### config.mk
export PLATFORM = sky130hd
export DESIGN_NAME = mes_mul
export DESIGN_NICKNAME = d
export VERILOG_FILES = /design/src/rtl/mes_mul.sv
export SDC_FILE = /design/constraint.sdc
export NUM_CORES = 2
export LEC_CHECK = 0
export ABC_AREA = 1
export BUFFER_PORTS_ARGS = -buffer_cell sky130_fd_sc_hd__buf_2
export CORE_AREA = 2 2 277 279
export CTS_CLUSTER_SIZE = 24
export DETAILED_ROUTE_END_ITERATION = 6
export DIE_AREA = 0 0 279 281
export HOLD_SLACK_MARGIN = 0.02
export MAX_ROUTING_LAYER = met4
export PLACE_DENSITY = 0.73
export SLEW_MARGIN = 0
export SYNTH_ARGS = -nofsm -noshare
export SYNTH_HDL_FRONTEND = slang
export SYNTH_SLANG_ARGS = --single-unit
### constraint.sdc
create_clock -name clk -period 7.7 [get_ports clk]
set_input_delay 0.385 -clock clk [delete_from_list [all_inputs] [get_ports clk]]
set_output_delay 0.385 -clock clk [all_outputs]
set_load 0.01 [all_outputs]
### src/rtl/mes_mul.sv
// Shared 32x32 multiplier with a registered 64-bit product.
module mes_mul (
	input  logic        clk,
	input  logic [31:0] a,
	input  logic [31:0] b,
	output logic [63:0] p
);

	// Register the full product
	always_ff @(posedge clk) begin
		p <= 64'(a) * 64'(b);
	end

endmodule

==> summary.md <==
| Metric | Value |
|---|---|
| Routed met2 length | `48,400 um` |
| RSZ-0062 raised after global routing | `false` |
| HP Start | `b[0]` |
| Final core utilization | `0.520` |
| Most common cell on crit path | `fa_1` |
| Final ANT Viol Nets | `0` |
| Worst Tran Pin Value | `858 ps` |
| Worst-path maximum fanout | `32` |
| 1st-pass router iterations | `6` |
| Hold Path Sink | `p[0]$_DFF_P_` |
| CTS root buffer | `clkbuf_16` |
| Clk slew on worst S/H paths | `70 ps` |
| Top layer used by detailed routing | `met4` |
| DR WL/cell | `16.5 um` |
| Post-CTS Hold Buffers | `0` |
| Hpwl dp | `84,900 um` |
| Layout area overhead | `4.84%` |
| Max Freq | `145 MHz` |
| Post-synth top cells | `1,723 x inv_1, 1,566 x nand2_1, 896 x fa_1` |
| Tcrit/Tclk final | `0.894` |
| Layout cells sized above 1 | `0.0510` |
| Die span in y | `281 um` |
| Initial DRC count | `2,234` |
| Routability cong. | `0.944` |
| Number of top-level pins | `129` |
| Hold path depth | `3` |
| Initial antenna violation count | `3` |
| First-pass GRT wire length | `164,000 um` |
| Routed wire length | `98,800 um` |
| IO Port Bufs | `128` |
| Initial core utilization | `0.496` |
| Nets@finish | `6,242` |
| Synth top area cells | `fa_1 48%, inv_1 17%, nand2_1 16%` |
| Mean Syn Cell Area | `7.45 um2` |
| Synth cell types | `23` |
| Setup slack after layout | `817 ps` |
| Final Hold Viols | `0` |
| Async SR Flop Fraction | `0` |
| Drt via density | `4.93` |
| Met3 WL | `7450 um` |
| CP arrival | `7100 ps` |
| Dpl ws | `423 ps` |
| Biggest register | `p` |
| Post-synth EDFFs | `0` |
| Setup TNS | `0 ps` |
| Post-Syn Instances | `5,023` |
| Synth Register Bits | `64` |
| Crit path time final | `6880 ps` |
| Largest regs | `p x64` |
| M1 WL | `40,000 um` |
| Mapped cell area | `0.0374 mm2` |
| Total global-route track usage | `0.274` |
| Crit Path Class | `input port to flip-flop` |
| DR DRC count | `0` |
| Relative slew slack | `0.428` |
| Htree depth | `3` |
| PostCTS Resize Cnt | `0` |
| Run status | `finished clean` |
| Sequential element share of the synthesized area | `0.0343` |
| Critical Path Max Stage Delay | `620 ps` |
| Final Slew Violations | `0` |
| Die X | `279 um` |
| CP Data Required Time | `7910 ps` |
| Max reg flops | `64` |
| GRT overflow | `0` |
| Critical Path End Type | `flip-flop` |
| Hold WC Path Type | `input port to flip-flop` |
| Vias | `29,600` |
| Syn Nets | `6,247` |
| Num rows | `101` |
| CP cell instances | `buf_2 -> nand2_1 -> fa_1 -> inv_1 -> fa_1 -> inv_1 -> fa_1 -> inv_1 -> fa_1 -> fa_1 -> fa_1 -> fa_1 -> fa_1 -> ha_1 -> nand2_1 -> nor2_1 -> inv_2 -> nor2_4 -> inv_2 -> o21bai_2 -> inv_1 -> nand2_1 -> xor2_1` |
| Die area | `0.0784 mm2` |
| Most used DFF post-synth | `dfxtp_1` |
| Biggest area consumer among synthesized cells | `fa_1` |
| Count of clock tree sinks | `64` |
| Post-synth top area share | `0.480` |
| Fin area | `0.0392 mm2` |
| TritonCTS Buffers | `9` |
| Count leader, synth | `inv_1` |
| Core area | `0.0754 mm2` |
| Final setup fails | `0` |
| Pin count of the biggest net entering global routing | `33` |
| Vias in the first global route | `31,400` |
| CP max-delay cell | `buf_2` |
| Setup Buffers After CTS | `0` |
| Placed inst area | `0.0389 mm2` |
| CTS tree | `yes` |
| Clk buf depth | `2` |
| Startpoint Class | `input port` |
| Yosys warns | `0` |
| Max-Cap Viols | `0` |
layout by cell type, fill, tap and decap left out, types with 15 or more instances in the layout:
master / count
nand3_1: 56
nand2_1: 1566
inv_1: 1723
fa_1: 896
nand4_1: 16
buf_4: 48
xor2_1: 33
nor2_1: 81
a21oi_1: 43
ha_1: 263
dfxtp_1: 64
nand2_2: 15
buf_2: 128
how the worst max path moves through the flow:
| stage | startpoint | endpoint | slack [ps] | cells after the start |
|---|---|---|---|---|
| finish | a[5] | p[32]$_DFF_P_ | 820 | 23 |
| global route | b[11] | p[60]$_DFF_P_ | 510 | 26 |
| CTS | a[21] | p[32]$_DFF_P_ | 750 | 21 |
| detailed placement | a[21] | p[32]$_DFF_P_ | 420 | 21 |
| global placement | a[5] | p[32]$_DFF_P_ | 410 | 23 |
| floorplan | a[25] | p[60]$_DFF_P_ | 1500 | 26 |
metrics by stage:
stage | cells | hold WS, ps
6_report | 6002 | 597
5_1_grt | 6002 | 646
4_1_cts | 6001 | 592
3_5_place_dp | 5985 | 780
3_3_place_gp | 5985 | 780
2_1_floorplan | 5023 | 483
layer usage:
metal  up-vias  GRT usage
li1      13600          -
met1     14600      0.356
met2      1202      0.461
met3       220     0.0284
met4         0     0.0674
met5         -          -
cells by family after synthesis:
| logic type | count (synthesis) | synth area share |
|---|---|---|
| buf+inv | 1927 | 0.193 |
| simple gates | 1781 | 0.188 |
| flops | 64 | 0.0343 |
| fa+ha+maj | 1159 | 0.568 |
| xor+xnor | 35 | 0.00820 |
| compound gates | 57 | 0.00853 |
layout make-up:
class                   instances  area, um2
diodes                          1       2.50
clock buffers                   9        225
clock inverters                 7       78.8
fillers                      7180      36200
inverters                    1735       6510
multi-input cells            3032      28900
flip-flops and latches         64       1280
well taps                     978       1220
repair buffers                176       1000
worst max-delay path, delay by kind of cell:
family                     cells  cell delay [ps]
AOI/OAI and AO/OA              1              140
buffers and inverters          7              980
xor gates and xnor gates       1              330
adders and majority gates      9             4440
and+or+nand+nor                5              770
Power is not shown: default switching activity piles up to over one toggle a cycle in this logic, so the estimate is an artifact.
