--- src/rtl/mes_ram.sv ---
// Simple dual-port RAM with registered read data.
module mes_ram #(
	parameter int DEPTH = 256,
	parameter int WIDTH = 8,
	localparam int AW = $clog2(DEPTH)
) (
	input  logic             clk,
	input  logic             we,
	input  logic [AW-1:0]    waddr,
	input  logic [WIDTH-1:0] wdata,
	input  logic [AW-1:0]    raddr,
	output logic [WIDTH-1:0] rdata
);

	logic [WIDTH-1:0] mem [DEPTH];

	// Write port
	always_ff @(posedge clk) begin
		if (we) begin
			mem[waddr] <= wdata;
		end
	end

	// Registered read port
	always_ff @(posedge clk) begin
		rdata <= mem[raddr];
	end

endmodule

--- config.mk ---
export PLATFORM = sky130hd
export DESIGN_NAME = mes_ram
export DESIGN_NICKNAME = d
export VERILOG_FILES = /design/src/rtl/mes_ram.sv
export SDC_FILE = /design/constraint.sdc
export NUM_CORES = 2
export LEC_CHECK = 0
export BUFFER_PORTS_ARGS = -buffer_cell sky130_fd_sc_hd__buf_2
export CAP_MARGIN = 20
export CORE_UTILIZATION = 50
export DETAILED_ROUTE_END_ITERATION = 8
export GPL_ROUTABILITY_DRIVEN = 0
export HOLD_SLACK_MARGIN = 0.02
export PLACE_DENSITY = 0.75
export RECOVER_POWER = 25
export SYNTH_ARGS = -nofsm -noshare
export SYNTH_HDL_FRONTEND = slang
export SYNTH_SLANG_ARGS = --single-unit
--- constraint.sdc ---
create_clock -name clk -period 2.35 [get_ports clk]
set_input_delay 0 -clock clk [delete_from_list [all_inputs] [get_ports clk]]
set_output_delay 0 -clock clk [all_outputs]
set_load 0.02 [all_outputs]
==> summary.txt <==
Hold path
  • Hold path cells: 5
  • Hold WC Path Type: in2reg

Synth
  • Yosys top cell area share: 77.3%
  • Seq/Total Area, Yosys: 77.5%
  • Synth warn: 0
  • Number of distinct library cells after synthesis: 55
  • Cells after Synth: 3733
  • Cell taking the most area after synthesis: edfxtp_1
  • EDFF count, synth: 2048
  • Seq cells post-synth: 2056
  • Most used flip-flop cell after synthesis: edfxtp_1
  • Cell types occupying the most area after synthesis: edfxtp_1 (77%), mux4_2 (13%), mux2i_1 (1.7%)
  • Post-Syn Area per Cell: about 21 µm²
  • Mapped cell area: 0.0796 mm²
  • Post-synth ARST share: 0%
  • Post-Syn Nets: 3759

Layout
  • Fin area: 0.0924 mm²
  • Fin util: 58.4%
  • Highest-count cells in the layout ignoring fill and taps: edfxtp_1 (2048), buf_4 (507), mux4_2 (454)
  • Final net count: 4347
  • Most common cell after layout, fill and taps aside: edfxtp_1
  • Layout cell share with drive strength beyond 1: 30.4%
  • Layout Cells excl Fill: 6555
  • Area added between synthesis and finish: 16.2%
  • Layout fillers: 10900

Floorplan
  • Top-Level Pins: 34
  • Die H: 401 µm
  • Chip Width: 401 µm
  • Total die area: 0.161 mm²
  • Core Footprint: 0.158 mm²
  • Initial core utilization: 50.3%
  • Row cnt: ~150

CTS
  • Sinks on Clock Net: 2056
  • TritonCTS buffer count: 191
  • Clock Pin Slew Worst Setup and Hold Paths: 0.06 ns
  • H-tree depth: 4
  • Max Root-Sink Buffers: 3
  • CTS tree: done
  • Clock Root Buffer: clkbuf_16
  • Clock latency on the worst-skew pair: 0.84 ns
  • Setup Fix Bufs, Post-CTS: 0

GRT
  • Vias in the first global route: 41200
  • GRT Total Usage: 24.3%
  • First-pass GRT wire length: 282000 µm
  • Largest net degree at the start of global routing: 95
  • Initial antenna violation count: 3
  • Grt ovf: 0

Place
  • HPWL Detailed: 122000 µm
  • Placed cell area: 0.0862 mm²
  • Placed cell count: 6182
  • I/O Buffers: 33
  • DP Worst Slack: -0.622 ns

STA
  • Worst Hold Slack: approximately 0.13 ns
  • Measured slew at the worst slew-check pin: 2.17 ns
  • Worst setup margin: 0.0433 ns
  • Final setup viols: 0
  • Fin crit share: 98.2%
  • Slew Viols, Final: ~460
  • Max frequency: 434 MHz
  • Tmin final: about 2.3 ns
  • RSZ-0062 raised after global routing: no
  • Setup tns final: 0 ns
  • Skew final: around 0.021 ns
  • Slew margin rel.: -44.4%
  • Final hold vios: 0

Detailed routing
  • Routed vias/inst: 6.30
  • DRC: 0
  • Pre-antenna DRT Iters: 6
  • Detail Route Antenna Nets: 0
  • Vias: 41300
  • Wire per inst: just under 30 µm
  • DR iter-0 viols: 6014
  • Total Wirelength: 195000 µm

Setup path
  • Critical path class: reg2reg
  • CP max FO: 1
  • R2r endpoint: rdata[0]$_DFF_P_
  • Crit path cell chain: mux4_2, mux4_2, nor2b_1, nor4_2, buf_4, nor4_2
  • CP Data Required Time: 3.08 ns
  • Crit path to: rdata[0]$_DFF_P_
  • R2R Path Start: mem[67][0]$_DFFE_PP_
  • Crit. End Element: flip-flop
  • Startpoint types: flip-flop
  • Critical path's largest stage delay: 0.51 ns
  • R2R setup slack: 0.04 ns
  • Slowest stage cell, crit path: mux4_2
  • Critical path startpoint: mem[67][0]$_DFFE_PP_
  • Worst reg2reg path depth: 6
  • Worst EP arrival: 3.04 ns

Outcome
  • Failing checks: capacitance limit, slew limit
  • Status: complete, but fails checks

Power and ir drop
  • Leakage Power: 29.7 nW
  • P per Cell Area: just over 800 mW/mm²
  • Total power: 74.9 mW
  • VDD IR max: 0.00102 V

Run
  • Max Cap Viol: 7
-- report_power, final --
| group | switching [mW] | internal, mW | leakage, nW |
|---|---|---|---|
| combinational | 2.49 | 1.58 | 8.24 |
| sequential | 0.0932 | 40.4 | 18.5 |
| clock | 13.4 | 16.9 | 2.99 |
| total | 16.0 | 58.9 | 29.7 |
-- worst max-delay path, delay by kind of cell (launching register included) --
kind / cells / cell delay, ns
buffers and inverters: 1 / 0.18
DFF: 1 / 0.39
muxes: 2 / 1.00
and+or+nand+nor: 3 / 0.63
-- cell usage after synthesis (all sizes together) (14+ instances only) --
master,instances
nor2b,31
nand3,34
mux2i,134
buf,122
a22oi,133
a21oi,96
nor3,22
nor2,282
o22ai,28
nand2,33
mux4,456
clkbuf,111
o221ai,47
nor4,27
edfxtp,2048
a221oi,14
a211oi,16
-- how the worst min path moves through the flow --
| stage | endpoint | slack [ns] | from |
|---|---|---|---|
| after floorplan | mem[0][0]$_DFFE_PP_ | 0.1 | wdata[0] |
| after global placement | mem[130][5]$_DFFE_PP_ | 0.45 | wdata[5] |
| after detailed placement | mem[128][5]$_DFFE_PP_ | 0.46 | wdata[5] |
| after CTS | mem[240][5]$_DFFE_PP_ | 0.05 | waddr[5] |
| after global routing | mem[240][5]$_DFFE_PP_ | 0.11 | waddr[5] |
| final | mem[240][5]$_DFFE_PP_ | 0.13 | waddr[5] |
-- layout make-up --
| type | instances | area, µm² | area share [%] |
|---|---|---|---|
| Antenna cell | 3 | 7.51 | 0.00812 |
| Clock buffer | 236 | 4990 | 5.40 |
| Clock inverter | 116 | 1140 | 1.24 |
| Inverter | 2 | 7.51 | 0.00812 |
| Multi-Input combinational cell | 1442 | 16600 | 17.9 |
| Sequential cell | 2056 | 61700 | 66.7 |
| Tap cell | 2072 | 2590 | 2.80 |
| Timing Repair Buffer | 628 | 5440 | 5.89 |
-- registers in the layout, indices dropped and copies added (netlist names) --
signal	flops
mem	2048
rdata	8
-- cells by family (layout without fill, tap and decap cells) --
kind of cell	count (synthesis)	in the layout	share of synthesized area (%)
compound gates	385	385	3.42
buf+inv	235	982	1.83
flops	2056	2056	77.5
mux	591	591	14.6
other cells	0	3	0
simple gates	466	466	2.63
-- timing repair --
| item | 4_1_cts | 5_1_grt |
|---|---|---|
| hold endpoints to repair | 1568 | 0 |
| gates resized for setup | 11 | 6 |
| pin swaps | 0 | 1 |
| hold buffers | 18 | 0 |
| setup endpoints to repair | 5 | 5 |
-- per-layer routing --
layer	wire length, µm	share of wire, %	track usage, %	vias up
met5	15	0.0077	0	-
met4	6510	3.3	8.31	4
met3	21500	11	5.26	376
met2	95300	49	39.1	2545
met1	71500	37	33.1	21500
li1	-	-	-	16900
Note: power is estimated with default switching activity, not from simulation.
