[src/rtl/mes_pkg.sv]
// Shared types, constants and stage tables for the sketch update block.
package mes_pkg;

	// Table depths
	localparam int ONE_DEPTH   = 8192;
	localparam int TWO_DEPTH   = 8192;
	localparam int THREE_DEPTH = 4096;
	localparam int LIGHT_DEPTH = 16384;

	localparam int ONE_AW   = $clog2(ONE_DEPTH);
	localparam int TWO_AW   = $clog2(TWO_DEPTH);
	localparam int THREE_AW = $clog2(THREE_DEPTH);
	localparam int LIGHT_AW = $clog2(LIGHT_DEPTH);

	// Largest table sets the clear sweep and the shared address width
	localparam int MAX_HEAVY = (ONE_DEPTH > TWO_DEPTH) ?
		((ONE_DEPTH > THREE_DEPTH) ? ONE_DEPTH : THREE_DEPTH) :
		((TWO_DEPTH > THREE_DEPTH) ? TWO_DEPTH : THREE_DEPTH);
	localparam int CLR_DEPTH = (MAX_HEAVY > LIGHT_DEPTH) ? MAX_HEAVY : LIGHT_DEPTH;
	localparam int AW_MAX    = $clog2(CLR_DEPTH);

	// Hash multipliers and index extraction
	localparam logic [31:0] MULT_ONE   = 32'h04C1_1DB7;
	localparam logic [31:0] MULT_TWO   = 32'h1EDC_6F41;
	localparam logic [31:0] MULT_THREE = 32'hA833_982B;
	localparam logic [31:0] MULT_LIGHT = 32'h8141_41AB;
	localparam int INDEX_SHIFT = 15;
	localparam int RAW_W       = 32 - INDEX_SHIFT;

	// Reciprocals for the modulo by table depth: q = (raw * R) >> RECIP_SHIFT
	localparam int RECIP_SHIFT = 2 * RAW_W;
	localparam logic [31:0] ONE_RECIP = 32'(((64'd1 << RECIP_SHIFT) +
		64'(ONE_DEPTH) - 64'd1) / 64'(ONE_DEPTH));
	localparam logic [31:0] TWO_RECIP = 32'(((64'd1 << RECIP_SHIFT) +
		64'(TWO_DEPTH) - 64'd1) / 64'(TWO_DEPTH));
	localparam logic [31:0] THREE_RECIP = 32'(((64'd1 << RECIP_SHIFT) +
		64'(THREE_DEPTH) - 64'd1) / 64'(THREE_DEPTH));
	localparam logic [31:0] LIGHT_RECIP = 32'(((64'd1 << RECIP_SHIFT) +
		64'(LIGHT_DEPTH) - 64'd1) / 64'(LIGHT_DEPTH));

	localparam logic [15:0] RATIO_RESET = 16'd8;

	// Stage codes, equal to the reported place
	localparam logic [1:0] STG_ONE   = 2'd0;
	localparam logic [1:0] STG_TWO   = 2'd1;
	localparam logic [1:0] STG_THREE = 2'd2;
	localparam logic [1:0] STG_LIGHT = 2'd3;

	typedef struct packed {
		logic [31:0] key;
		logic [31:0] pos;
		logic [31:0] neg;
	} slot_t;

	// Memory access from the sequencer
	typedef struct packed {
		logic              clr;
		logic [1:0]        stg;
		logic [AW_MAX-1:0] addr;
		logic              we;
		slot_t             wslot;
		logic [7:0]        wlight;
	} mem_req_t;

	typedef struct packed {
		logic [1:0]  place;
		logic [1:0]  swaps;
		logic [31:0] spill_key;
		logic [31:0] spill_count;
		logic [7:0]  light;
	} res_t;

	function automatic logic [31:0] stg_mult(input logic [1:0] s);
		case (s)
			STG_ONE:   return MULT_ONE;
			STG_TWO:   return MULT_TWO;
			STG_THREE: return MULT_THREE;
			default:   return MULT_LIGHT;
		endcase
	endfunction

	function automatic logic [31:0] stg_recip(input logic [1:0] s);
		case (s)
			STG_ONE:   return ONE_RECIP;
			STG_TWO:   return TWO_RECIP;
			STG_THREE: return THREE_RECIP;
			default:   return LIGHT_RECIP;
		endcase
	endfunction

	function automatic logic [31:0] stg_depth(input logic [1:0] s);
		case (s)
			STG_ONE:   return 32'(ONE_DEPTH);
			STG_TWO:   return 32'(TWO_DEPTH);
			STG_THREE: return 32'(THREE_DEPTH);
			default:   return 32'(LIGHT_DEPTH);
		endcase
	endfunction

endpackage

[src/rtl/mes_seq.sv]
// Sequencer and datapath: hash, index, probe and update one stage at a time.
module mes_seq (
	input  logic                 clk,
	input  logic                 arst_n,
	input  logic                 start,
	input  logic [31:0]          flow_key,
	input  logic [15:0]          ratio,
	output logic                 busy,
	output mes_pkg::mem_req_t    req,
	input  mes_pkg::slot_t       rd_slot,
	input  logic [7:0]           rd_light,
	output logic [31:0]          mul_a,
	output logic [31:0]          mul_b,
	input  logic [63:0]          mul_p,
	output logic                 done,
	output mes_pkg::res_t        res
);

	import mes_pkg::*;

	localparam logic [3:0] S_CLR   = 4'd0;
	localparam logic [3:0] S_IDLE  = 4'd1;
	localparam logic [3:0] S_HASH  = 4'd2;
	localparam logic [3:0] S_RECIP = 4'd3;
	localparam logic [3:0] S_SCALE = 4'd4;
	localparam logic [3:0] S_INDEX = 4'd5;
	localparam logic [3:0] S_READ  = 4'd6;
	localparam logic [3:0] S_EVAL  = 4'd7;
	localparam logic [3:0] S_CMP   = 4'd8;

	logic [3:0]        state_q;
	logic [1:0]        stg_q;
	logic [AW_MAX-1:0] idx_q;
	logic [1:0]        swaps_q;
	logic              done_q;
	logic [31:0]       key_q;
	logic [31:0]       cnt_q;
	logic [RAW_W-1:0]  raw_q;
	logic [31:0]       negn_q;
	res_t              res_q;

	logic [RAW_W-1:0]  raw_c;
	logic [RAW_W-1:0]  rem_c;
	logic              is_empty;
	logic              is_match;
	logic              replace;
	logic [7:0]        light_new;
	logic [31:0]       pos_sum;
	logic [31:0]       neg_sum;

	function automatic logic [31:0] sat_add(input logic [31:0] x, input logic [31:0] y);
		logic [32:0] s;
		s = 33'(x) + 33'(y);
		return s[32] ? 32'hFFFF_FFFF : s[31:0];
	endfunction

	// Decode products and the probed slot
	assign raw_c     = mul_p[INDEX_SHIFT +: RAW_W];
	assign rem_c     = raw_q - mul_p[RAW_W-1:0];
	assign is_empty  = (rd_slot.key == 32'd0);
	assign is_match  = (rd_slot.key == key_q);
	assign light_new = rd_light + cnt_q[7:0];
	assign pos_sum   = sat_add(rd_slot.pos, cnt_q);
	assign neg_sum   = sat_add(rd_slot.neg, cnt_q);
	assign replace   = ({16'd0, negn_q} >= mul_p[47:0]);

	// Drive the shared multiplier and the memory request
	always_comb begin
		mul_a       = 32'd0;
		mul_b       = 32'd0;
		req.clr     = 1'b0;
		req.stg     = stg_q;
		req.addr    = idx_q;
		req.we      = 1'b0;
		req.wslot   = '0;
		req.wlight  = 8'd0;
		case (state_q)
			S_CLR: begin
				req.clr = 1'b1;
				req.we  = 1'b1;
			end
			S_HASH: begin
				mul_a = key_q;
				mul_b = stg_mult(stg_q);
			end
			S_RECIP: begin
				mul_a = 32'(raw_c);
				mul_b = stg_recip(stg_q);
			end
			S_SCALE: begin
				mul_a = 32'(mul_p[63:RECIP_SHIFT]);
				mul_b = stg_depth(stg_q);
			end
			S_EVAL: begin
				if (stg_q == STG_LIGHT) begin
					req.we     = 1'b1;
					req.wlight = light_new;
				end else if (is_empty) begin
					req.we    = 1'b1;
					req.wslot = '{key: key_q, pos: cnt_q, neg: rd_slot.neg};
				end else if (is_match) begin
					req.we    = 1'b1;
					req.wslot = '{key: rd_slot.key, pos: pos_sum, neg: rd_slot.neg};
				end else begin
					mul_a = rd_slot.pos;
					mul_b = 32'(ratio);
				end
			end
			S_CMP: begin
				req.we = 1'b1;
				if (replace) begin
					req.wslot = '{key: key_q, pos: cnt_q, neg: 32'd0};
				end else begin
					req.wslot = '{key: rd_slot.key, pos: rd_slot.pos, neg: negn_q};
				end
			end
			default: begin
			end
		endcase
	end

	// Advance the sequencer; sweep the tables after reset
	always_ff @(posedge clk or negedge arst_n) begin
		if (!arst_n) begin
			state_q <= S_CLR;
			stg_q   <= STG_ONE;
			idx_q   <= '0;
			swaps_q <= 2'd0;
			done_q  <= 1'b0;
		end else begin
			done_q <= 1'b0;
			case (state_q)
				S_CLR: begin
					idx_q <= idx_q + 1'b1;
					if (idx_q == AW_MAX'(CLR_DEPTH - 1)) begin
						state_q <= S_IDLE;
					end
				end
				S_IDLE: begin
					if (start) begin
						stg_q   <= STG_ONE;
						swaps_q <= 2'd0;
						state_q <= S_HASH;
					end
				end
				S_HASH:  state_q <= S_RECIP;
				S_RECIP: state_q <= S_SCALE;
				S_SCALE: state_q <= S_INDEX;
				S_INDEX: begin
					idx_q   <= rem_c[AW_MAX-1:0];
					state_q <= S_READ;
				end
				S_READ:  state_q <= S_EVAL;
				S_EVAL: begin
					if (stg_q == STG_LIGHT || is_empty || is_match) begin
						done_q  <= 1'b1;
						state_q <= S_IDLE;
					end else begin
						state_q <= S_CMP;
					end
				end
				S_CMP: begin
					if (replace) begin
						swaps_q <= swaps_q + 1'b1;
					end
					stg_q   <= stg_q + 1'b1;
					state_q <= S_HASH;
				end
				default: state_q <= S_IDLE;
			endcase
		end
	end

	// Hold the moving pair and the result
	always_ff @(posedge clk) begin
		case (state_q)
			S_IDLE: begin
				key_q <= flow_key;
				cnt_q <= 32'd1;
			end
			S_RECIP: raw_q <= raw_c;
			S_EVAL: begin
				negn_q <= neg_sum;
				res_q.place       <= stg_q;
				res_q.swaps       <= swaps_q;
				res_q.spill_key   <= (stg_q == STG_LIGHT) ? key_q : 32'd0;
				res_q.spill_count <= (stg_q == STG_LIGHT) ? cnt_q : 32'd0;
				res_q.light       <= (stg_q == STG_LIGHT) ? light_new : 8'd0;
			end
			S_CMP: begin
				if (replace) begin
					key_q <= rd_slot.key;
					cnt_q <= rd_slot.pos;
				end
			end
			default: begin
			end
		endcase
	end

	assign busy = (state_q != S_IDLE);
	assign done = done_q;
	assign res  = res_q;

endmodule

[config.mk]
export PLATFORM = sky130hd
export DESIGN_NAME = mes_seq
export DESIGN_NICKNAME = d
export VERILOG_FILES = /design/src/rtl/mes_pkg.sv /design/src/rtl/mes_seq.sv
export SDC_FILE = /design/constraint.sdc
export NUM_CORES = 1
export LEC_CHECK = 0
export BUFFER_PORTS_ARGS = -buffer_cell sky130_fd_sc_hd__buf_4
export CAP_MARGIN = 20
export CORE_ASPECT_RATIO = 0.5
export CORE_MARGIN = 3
export CORE_UTILIZATION = 50
export DETAILED_ROUTE_END_ITERATION = 8
export HOLD_SLACK_MARGIN = 0.06
export PLACE_DENSITY_LB_ADDON = 0.1
export SLEW_MARGIN = 20
export SYNTH_ARGS = -nofsm -noshare
export SYNTH_HDL_FRONTEND = slang
export SYNTH_SLANG_ARGS = --single-unit
[constraint.sdc]
create_clock -name clk -period 6.7 [get_ports clk]
set_clock_uncertainty 0.05 [all_clocks]
set_input_delay 0.67 -clock clk [delete_from_list [all_inputs] [get_ports clk]]
set_output_delay 0.67 -clock clk [all_outputs]
set_load 0.03 [all_outputs]
==> metrics.md <==
| Metric | Value |
|---|---|
| Worst Setup End Kind | `output pin` |
| Clk slew on worst S/H paths | `0.07 ns` |
| Placer Congestion | `1.001` |
| Largest net degree at the start of global routing | `67` |
| CTS tree | `done` |
| RSZ-0062 raised after global routing | `false` |
| Slew Limit Fails | `0` |
| Number of global-route vias before repair | `14,220` |
| Total wire length | `60.42 mm` |
| CP max stage cell | `o21a_1` |
| Compound-gate portion of the synthesized area | `21.71%` |
| Routed len/inst | `24.37 um` |
| Warnings, synthesis | `0` |
| Final HPWL DP | `47.61 mm` |
| Number of port buffers | `481` |
| Number of buffers created by CTS | `21` |
| Reg power frac | `32.0%` |
| Mapped Cells | `1,637` |
| Failing checks | `DRC` |
| Initial antenna violation count | `3` |
| Portion of netlist area occupied by mux cells | `0.1293%` |
| Post-Syn Area | `15,480 sq um` |
| Max cap viols | `0` |
| HP Class | `input port to flop` |
| Clock latency on the worst-skew pair | `0.52 ns` |
| Arrival @ worst endpoint | `4.12 ns` |
| Fmax | `206.7 MHz` |
| Worst-path cell chain | `ha_1, fa_1, a21oi_1, o21ai_1, a21oi_1, o41ai_4, a22oi_4, o21a_1, a21oi_1, a221o_1, buf_4` |
| Min Tclk post-route | `4.839 ns` |
| Initial Util | `52.09%` |
| Root buffer cell | `clkbuf_16` |
| Max incr delay on CP | `0.57 ns` |
| Setup bufs post-CTS | `0` |
| R2R Path Start | `cnt_q[18]$_SDFFCE_PN0P_` |
| HP Start | `mul_p[28]` |
| Internal power | `0.003852 W` |
| Worst-Margin Slew | `1.066 ns` |
| Main combinational cell family by area after synthesis | `compound AO/OA/AOI/OAI gates` |
| Worst IR Drop VDD | `0.0002189 V` |
| Share of layout cells above drive strength 1 | `26.35%` |
| Final nets | `2,422` |
| CP Class | `flop to output pin` |
| Power Density | `353.6 nW/um^2` |
| Core footprint | `29,730 sq um` |
| Post-Synth Adder-Cell Area | `10.54%` |
| Post-synth EDFFs | `186` |
| Status | `complete, but fails checks` |
| Final ANT Viol Nets | `0` |
| FILL cells | `2,460` |
| DRC viols | `38` |
| Io pins | `483` |
| Synthesized net count | `1,984` |
| DIE AREA | `33,250 sq um` |
| Gr ovfl total | `0` |
| DRT iter0 DRCs | `2,028` |
| Row count | `44` |
| First-pass iteration count of the detailed router | `9` |
| Vias per cell | `6.173` |
| Register area share after synthesis | `39.79%` |
| Total number of vias | `15,300` |
| Fin. Hold Viols | `0` |
| Critical path fanouts, max | `17` |
| Crit path from | `cnt_q[0]$_SDFFCE_PN1P_` |
| Most numerous cell on the critical path | `a21oi_1` |
| First-pass GRT wire length | `86.57 mm` |
| CTS max path bufs | `3` |
| Data required time of the worst path | `5.98 ns` |
| Post-synth top flop | `edfxtp_1` |
| H-tree level count | `1` |
| Mean Syn Cell Area | `9.459 sq um` |
| Worst Path Buf+Inv | `1` |
| XOR/XNOR share of the synthesized area | `5.995%` |
| Sw Pwr | `0.003241 W` |
| Hold WS | `0.3331 ns` |
| Area grow syn2layout | `29.55%` |
| Clock Power Share | `16.9%` |
| Combinational power share | `51.1%` |
| CTS sink cnt | `209` |
| Netlist cell types | `72` |
| FF+latch count, synth | `209` |
| Total GRT Usage | `34.77%` |
| TNS Setup | `0 ns` |
| Chip width | `254.9 um` |
| Top cell family by delay on the critical path | `compound AO/OA/AOI/OAI gates` |
| Leakage | `9.219 nW` |
| FFs w/ async S/R, synth | `11.00%` |
| Startpoint Class | `flop` |
| Simple-gate share of the synthesized area | `17.53%` |
| Sw frac | `45.69%` |
| Setup violators final | `0` |
| Worst rel slew slack | `28.56%` |
| Fin crit share | `72.22%` |
| Die height | `130.4 um` |
==> metrics by stage <==
stage,worst slack [ns],cell area [sq um],util (%),std cells,power (W)
4_1_cts,1.893,20060,67.47,2478,0.007050
3_5_place_dp,2.142,19380,65.20,2442,0.005843
3_3_place_gp,2.199,19380,65.20,2442,0.005819
2_1_floorplan,1.892,15480,-,1637,0.004505
5_1_grt,1.710,20060,67.48,2479,0.007438
6_report,1.861,20060,67.48,2479,0.007093
==> cells in the mapped netlist, types with 5 or more instances <==
master	n	area share [%]
ha_1	124	10
o31ai_1	6	0.29
o21a_1	9	0.44
o21bai_1	9	0.44
a21oi_1	117	3.8
nand3_1	33	1.1
o211ai_1	12	0.58
nor2_1	69	1.7
o21ai_0	75	2.4
nor4_1	14	0.57
nand4_1	21	0.85
a22oi_1	9	0.44
and2_1	111	4.5
buf_2	5	0.16
and3_1	11	0.44
xnor2_1	72	4.1
nor3_1	20	0.65
a222oi_1	30	1.9
o21ai_1	6	0.19
a21o_1	48	2.3
buf_1	5	0.12
buf_4	9	0.44
clkbuf_1	60	1.5
inv_1	74	1.8
dfrtp_1	23	3.7
a22o_1	70	4.0
edfxtp_1	186	36
nand2b_1	17	0.69
nor2b_1	9	0.36
xor2_1	34	1.9
a211oi_1	12	0.58
a221o_1	23	1.5
a31oi_1	12	0.48
nand2_1	229	5.6
or3_1	11	0.44
==> area by class of cell <==
cell class | count | area [sq um] | area share [%]
multi-input combinational | 1270 | 8718 | 43.46
sequential | 209 | 6161 | 30.71
timing repair buffer | 498 | 3741 | 18.65
clock buffer | 29 | 608.1 | 3.031
tap | 391 | 489.2 | 2.439
inverter | 75 | 284.0 | 1.416
clock inverter | 6 | 56.30 | 0.2807
antenna | 1 | 2.502 | 0.01247
==> power groups by stage <==
stage / logic [W] / registers [W] / clock network [W]
after global routing: 0.00389 / 0.00228 / 0.00126
final: 0.00362 / 0.00227 / 0.00120
after global placement: 0.00355 / 0.00227 / 0
after CTS: 0.00359 / 0.00225 / 0.00121
after detailed placement: 0.00357 / 0.00227 / 0
after floorplan: 0.00223 / 0.00228 / 0
==> registers in the layout, indices dropped and copies added (netlist names) <==
| name | count |
|---|---|
| done | 1 |
| swaps_q | 2 |
| state_q | 4 |
| cnt_q | 32 |
| raw_q | 14 |
| key_q | 32 |
| idx_q | 14 |
| negn_q | 32 |
| stg_q | 2 |
| res | 76 |
==> final timing paths <==
| kind | end | slack [ns] | depth (start not counted) |
|---|---|---|---|
| max | req[43] | 1.86 | 11 |
| min | raw_q[13]$_DFFE_PP_ | 0.33 | 1 |
| max reg2reg | negn_q[13]$_SDFFCE_PP1P_ | 2.81 | 9 |
| min reg2reg | res[73]$_DFFE_PP_ | 0.41 | 0 |
| max in group asynchronous | done$_DFF_PN0_ | 5.78 | 2 |
| min in group asynchronous | idx_q[5]$_DFFE_PN0P_ | 0.55 | 2 |
==> placed cells by master, fill, tap and decap left out, types with 21 or more instances in the layout <==
| master | synthesis | routed |
|---|---|---|
| inv_1 | 74 | 74 |
| a222oi_1 | 30 | 30 |
| nand3_1 | 33 | 33 |
| a22o_1 | 70 | 69 |
| and2_1 | 111 | 111 |
| xor2_1 | 34 | 34 |
| a221o_1 | 23 | 23 |
| o21ai_0 | 75 | 75 |
| nand2_1 | 229 | 228 |
| nor2_1 | 69 | 69 |
| a21o_1 | 48 | 48 |
| buf_4 | 9 | 497 |
| nand4_1 | 21 | 21 |
| edfxtp_1 | 186 | 186 |
| a21oi_1 | 117 | 117 |
| clkbuf_16 | 0 | 23 |
| dfrtp_1 | 23 | 23 |
| xnor2_1 | 72 | 72 |
| ha_1 | 124 | 123 |
==> worst register-to-register path: stages, from the launching register on <==
cell and delay, ns:
edfxtp_1 0.55, ha_1 0.44, a21oi_1 0.23, a21oi_1 0.10
a2111oi_0 0.40, o21ai_0 0.28, o2111ai_1 0.30, nand2_1 0.21
a31oi_4 0.79, o21ai_0 0.24
==> layer usage <==
layer  wire, um  up-vias  track usage, %
met3       6854      118           8.544
met1      24240     7335           47.08
met2      27360      888           55.46
met4       1950        2           11.34
li1           -     6959               -
met5         13        -               0
==> logic make-up (layout without fill, tap and decap cells) <==
kind of cell	count (synthesis)	after routing
and+or+nand+nor	560	560
adders and majority gates	128	128
muxes	2	2
AOI/OAI and AO/OA	473	473
buffers and inverters	158	608
DFF	209	209
other	1	2
xor gates and xnor gates	106	106
==> repair_timing <==
action	CTS	global route
resized for setup	0	0
hold buffers	1	0
endpoints found under the hold margin	23	0
Note: power is estimated with default switching activity, not from simulation.
